`src/rtl/nfwpf_div.sv`:
```
// ----------------------------------------------------------------------------
// nfwpf_div
// Pipelined restoring divider, one quotient bit per stage, with a sideband
// that travels alongside. ovf flags a quotient that does not fit in QW bits.
// ----------------------------------------------------------------------------
module nfwpf_div #(
    parameter int NW = 8,
    parameter int DW = 8,
    parameter int QW = 8,
    parameter int SW = 1
) (
    input  logic          clk,
    input  logic          rst_n,
    input  logic          en,
    input  logic          in_valid,
    input  logic [NW-1:0] num,
    input  logic [DW-1:0] den,
    input  logic [SW-1:0] side,
    output logic          out_valid,
    output logic [QW-1:0] quo,
    output logic          ovf,
    output logic [SW-1:0] side_out
);

    localparam int CW = (NW > DW + QW) ? NW : DW + QW;

    logic [CW-1:0] rem_reg  [0:QW];
    logic [QW-1:0] quo_reg  [0:QW];
    logic [DW-1:0] den_reg  [0:QW];
    logic          ovf_reg  [0:QW];
    logic [SW-1:0] side_reg [0:QW];
    logic          vld_reg  [0:QW];

    logic ovf_next;

    // quotient >= 2^QW exactly when num >> QW >= den
    assign ovf_next = (CW'(num) >> QW) >= CW'(den);

    always_ff @(posedge clk or negedge rst_n)
    begin
        if (!rst_n)
        begin
            vld_reg[0] <= 1'b0;
        end
        else if (en)
        begin
            vld_reg[0] <= in_valid;
        end
    end

    always_ff @(posedge clk)
    begin
        if (en)
        begin
            rem_reg[0]  <= CW'(num);
            quo_reg[0]  <= '0;
            den_reg[0]  <= den;
            ovf_reg[0]  <= ovf_next;
            side_reg[0] <= side;
        end
    end

    for (genvar k = 0; k < QW; k++)
    begin : g_stage
        localparam int B = QW - 1 - k;
        logic [CW-1:0] trial;
        logic          take;
        logic [CW-1:0] rem_next;
        logic [QW-1:0] quo_next;

        assign trial    = CW'(den_reg[k]) << B;
        assign take     = rem_reg[k] >= trial;
        assign rem_next = take ? (rem_reg[k] - trial) : rem_reg[k];
        assign quo_next = take ? (quo_reg[k] | (QW'(1) << B)) : quo_reg[k];

        always_ff @(posedge clk or negedge rst_n)
        begin
            if (!rst_n)
            begin
                vld_reg[k+1] <= 1'b0;
            end
            else if (en)
            begin
                vld_reg[k+1] <= vld_reg[k];
            end
        end

        always_ff @(posedge clk)
        begin
            if (en)
            begin
                rem_reg[k+1]  <= rem_next;
                quo_reg[k+1]  <= quo_next;
                den_reg[k+1]  <= den_reg[k];
                ovf_reg[k+1]  <= ovf_reg[k];
                side_reg[k+1] <= side_reg[k];
            end
        end
    end

    assign out_valid = vld_reg[QW];
    assign quo       = quo_reg[QW];
    assign ovf       = ovf_reg[QW];
    assign side_out  = side_reg[QW];

endmodule

```
`config.mk`:
```
export PLATFORM = sky130hd
export DESIGN_NAME = nfwpf_div
export DESIGN_NICKNAME = d
export VERILOG_FILES = /design/src/rtl/nfwpf_div.sv
export SDC_FILE = /design/constraint.sdc
export NUM_CORES = 1
export LEC_CHECK = 0
export BUFFER_PORTS_ARGS = -buffer_cell sky130_fd_sc_hd__buf_2
export CAP_MARGIN = 10
export CELL_PAD_IN_SITES_DETAIL_PLACEMENT = 0
export CELL_PAD_IN_SITES_GLOBAL_PLACEMENT = 2
export CORE_UTILIZATION = 48
export DETAILED_ROUTE_END_ITERATION = 7
export PLACE_DENSITY_LB_ADDON = 0.15
export SLEW_MARGIN = 20
export SYNTH_ARGS = -nofsm -noshare
export SYNTH_HDL_FRONTEND = slang
export SYNTH_SLANG_ARGS = --single-unit
```
`constraint.sdc`:
```
create_clock -name clk -period 7.91 [get_ports clk]
set_input_delay 1.9775 -clock clk [delete_from_list [all_inputs] [get_ports clk]]
set_output_delay 1.9775 -clock clk [all_outputs]
set_load 0.02 [all_outputs]
```
==> impl_metrics.csv <==
group,metric,value,unit
floorplan,start_util,49.4,%
logic_synthesis,yosysMostFrequentCell,"edfxtp_1",
setup_path,crit_required,8.05,ns
timing,finalSetupTns,0,ns
run,maxCapViolations,0,
finish,drive_gt1_share,11.6,%
setup_path,cp_slowest_cell,"buf_4",
clock_network,cts_resized,0,
logic_synthesis,syn-cell-area,0.0113,mm^2
global_routing,grt_pass1_vias,6578,
global_routing,grt_first_pass_wirelength,31400,um
setup_path,path_class,"in -> reg",
floorplan,io_pins,32,
timing,timing.final.crit_period,3.58,ns
setup_path,cp_top_family,"buffers and inverters",
drt,wl,19000,um
global_routing,grt_usage,16.4,%
setup_path,max_stage_delay,0.84,ns
clock_network,cts.path.max_buffers,3,
timing,drv_slew,0,
hold_path,hold_path.class,"reg -> reg",
logic_synthesis,ys_top_cells_by_count,"edfxtp_1, inv_1, ha_1",
clock_network,numCtsBuffers,26,
drt,wl_per_cell,15.7,um
setup_path,endpoint_kind,"flip-flop",
timing,max_slew_margin,28.0,%
finish,largest_register_ffs,120,
pwr,powerDensity,279,mW/mm^2
setup_path,path_buf_inv,2,
clock_network,cts.clk_slew.worst_paths,0.06,ns
timing,worst_pin_slew,1.08,ns
pwr,p_leak,4.75,nW
timing,fmax,279,MHz
logic_synthesis,synth_edf_count,238,
drt,dr.pass1.iters,4,
logic_synthesis,syn_inst,827,
placement,dpl-instance-area,0.0118,mm^2
logic_synthesis,synth.top_cell.area_share,63.4,%
timing,fin_crit_sh,45.3,%
clock_network,cts-root-buf,"clkbuf_16",
drt,drc,0,
floorplan,die_h,155,um
clock_network,clock-sinks,247,
setup_path,start_kind,"input pin",
timing,finClkSkew,0.0132,ns
global_routing,grt_overflow_total,0,
floorplan,die_area,0.0241,mm^2
floorplan,core-area,0.0228,mm^2
finish,fill_cells,1918,
finish,diodes,0,
logic_synthesis,ys_top_cells_by_area,"edfxtp_1, ha_1, inv_1, o21ai_0, dfrtp_1",
logic_synthesis,avgSynthCellArea,13.6,um^2
logic_synthesis,ys.flop_type,"edfxtp_1",
setup_path,crit_chain,"buf_8, buf_4",
placement,place.gp.congestion,0.856,
logic_synthesis,ys_ff_latch,247,
global_routing,grt_max_degree,138,
pwr,total_power,3.53,mW
drt,ant_nets,0,
logic_synthesis,yosysSeqAreaShare,65.4,%
drt,drtIter0Drc,260,
finish,nets,965,
clock_network,cts_hold_buf,0,
timing,hold_viol,0,
logic_synthesis,yosysTopAreaCell,"edfxtp_1",
run_status,status,"finished, final reports clean",
finish,multi_input_area,0.00357,mm^2
floorplan,die_w,155,um
placement,hpwlAfterDp,13500,um
finish,finalInstanceArea,0.0127,mm^2
pwr,ir_worst_vdd,0.201,mV
placement,numPortBuffers,31,
logic_synthesis,synth_nets,912,
logic_synthesis,post_synth_num_cell_types,60,
finish,ff_latch_area,0.00737,mm^2
clock_network,ctsHtreeMaxLevel,1,
setup_path,crit_arrival,3.73,ns
clock_network,post_cts_buffers,0,
clock_network,cts_tree,"built",
floorplan,row_count,55,
global_routing,antenna_found_initial,0,
logic_synthesis,synth-async-reset-ratio,3.64,%
finish,synthToLayoutAreaGrowth,12.3,%
drt,vias,6388,
drt,post_drt_via_cell_ratio,5.27,
timing,rsz0062_at_grt,"false",
logic_synthesis,yosys_warnings,0,
timing,setup_violations,0,
setup_path,path_max_fanout,137,
clock_network,clk_latency,0.53,ns
## area by class of cell
cell class	instances	area share [%]
flip-flops and latches	247	58.2
multi-input cells	492	28.2
clock buffers	33	5.35
well taps	313	3.09
inverters	79	2.34
repair buffers	34	1.48
clock inverters	15	1.30
## final timing paths
kind                       cells after the start               to  slack [ns]           start
setup / recovery                               2   rem_reg[0][22]        4.33              en
hold / removal                                 0   quo_reg[0][54]        0.41  quo_reg[0][46]
setup reg to reg                               9  rem_reg[0][103]        4.92  rem_reg[0][82]
hold reg to reg                                0   quo_reg[0][54]        0.41  quo_reg[0][46]
max in group asynchronous                      1       vld_reg[6]        6.45           rst_n
min in group asynchronous                      1       vld_reg[2]        1.29           rst_n
## report_power, final
part           total [mW]  switching (mW)  internal (mW)
clock                1.19           0.485          0.705
combinational       0.607           0.335          0.272
sequential           1.73          0.0903           1.64
total                3.53           0.910           2.62
## layout by cell type, fill, tap and decap left out, types with 12 or more instances in the layout
cell	netlist	layout
a211oi_1	12	12
a21o_1	12	12
a21oi_1	42	42
buf_2	1	30
clkbuf_16	0	26
edfxtp_1	238	238
ha_1	58	58
inv_1	79	79
mux2_2	19	19
nand2_1	50	50
nor2_1	46	46
nor3_1	15	15
o21ai_0	54	54
xnor2_1	21	21
xor2_1	20	20
## cell families (layout without fill, tap and decap cells)
kind of cell / Yosys count / count (layout) / synth area share (%)
adders and majority gates: 64 / 64 / 7.50
muxes: 25 / 25 / 2.43
AOI/OAI and AO/OA: 177 / 177 / 10.1
xor gates and xnor gates: 41 / 41 / 3.18
DFF: 247 / 247 / 65.4
and+or+nand+nor: 185 / 185 / 8.42
buffers and inverters: 88 / 161 / 3.04
## metal layers
metal,vias to the layer above,track usage [%],share of wire (%)
met5,-,0,0
met4,0,7.61,4.0
met3,47,2.48,3.3
met2,95,31.8,53
met1,3051,17.5,39
li1,3195,-,-
## stage by stage
step,instances,setup slack (ns),util (%),hold slack [ns]
6_report,1213,4.33,55.4,0.413
3_5_place_dp,1165,3.82,51.7,0.405
5_1_grt,1213,4.25,55.4,0.420
2_1_floorplan,827,5.16,-,0.400
4_1_cts,1213,4.38,55.4,0.416
3_3_place_gp,1165,3.90,51.7,0.400
Power figures use the tool's default switching activity.
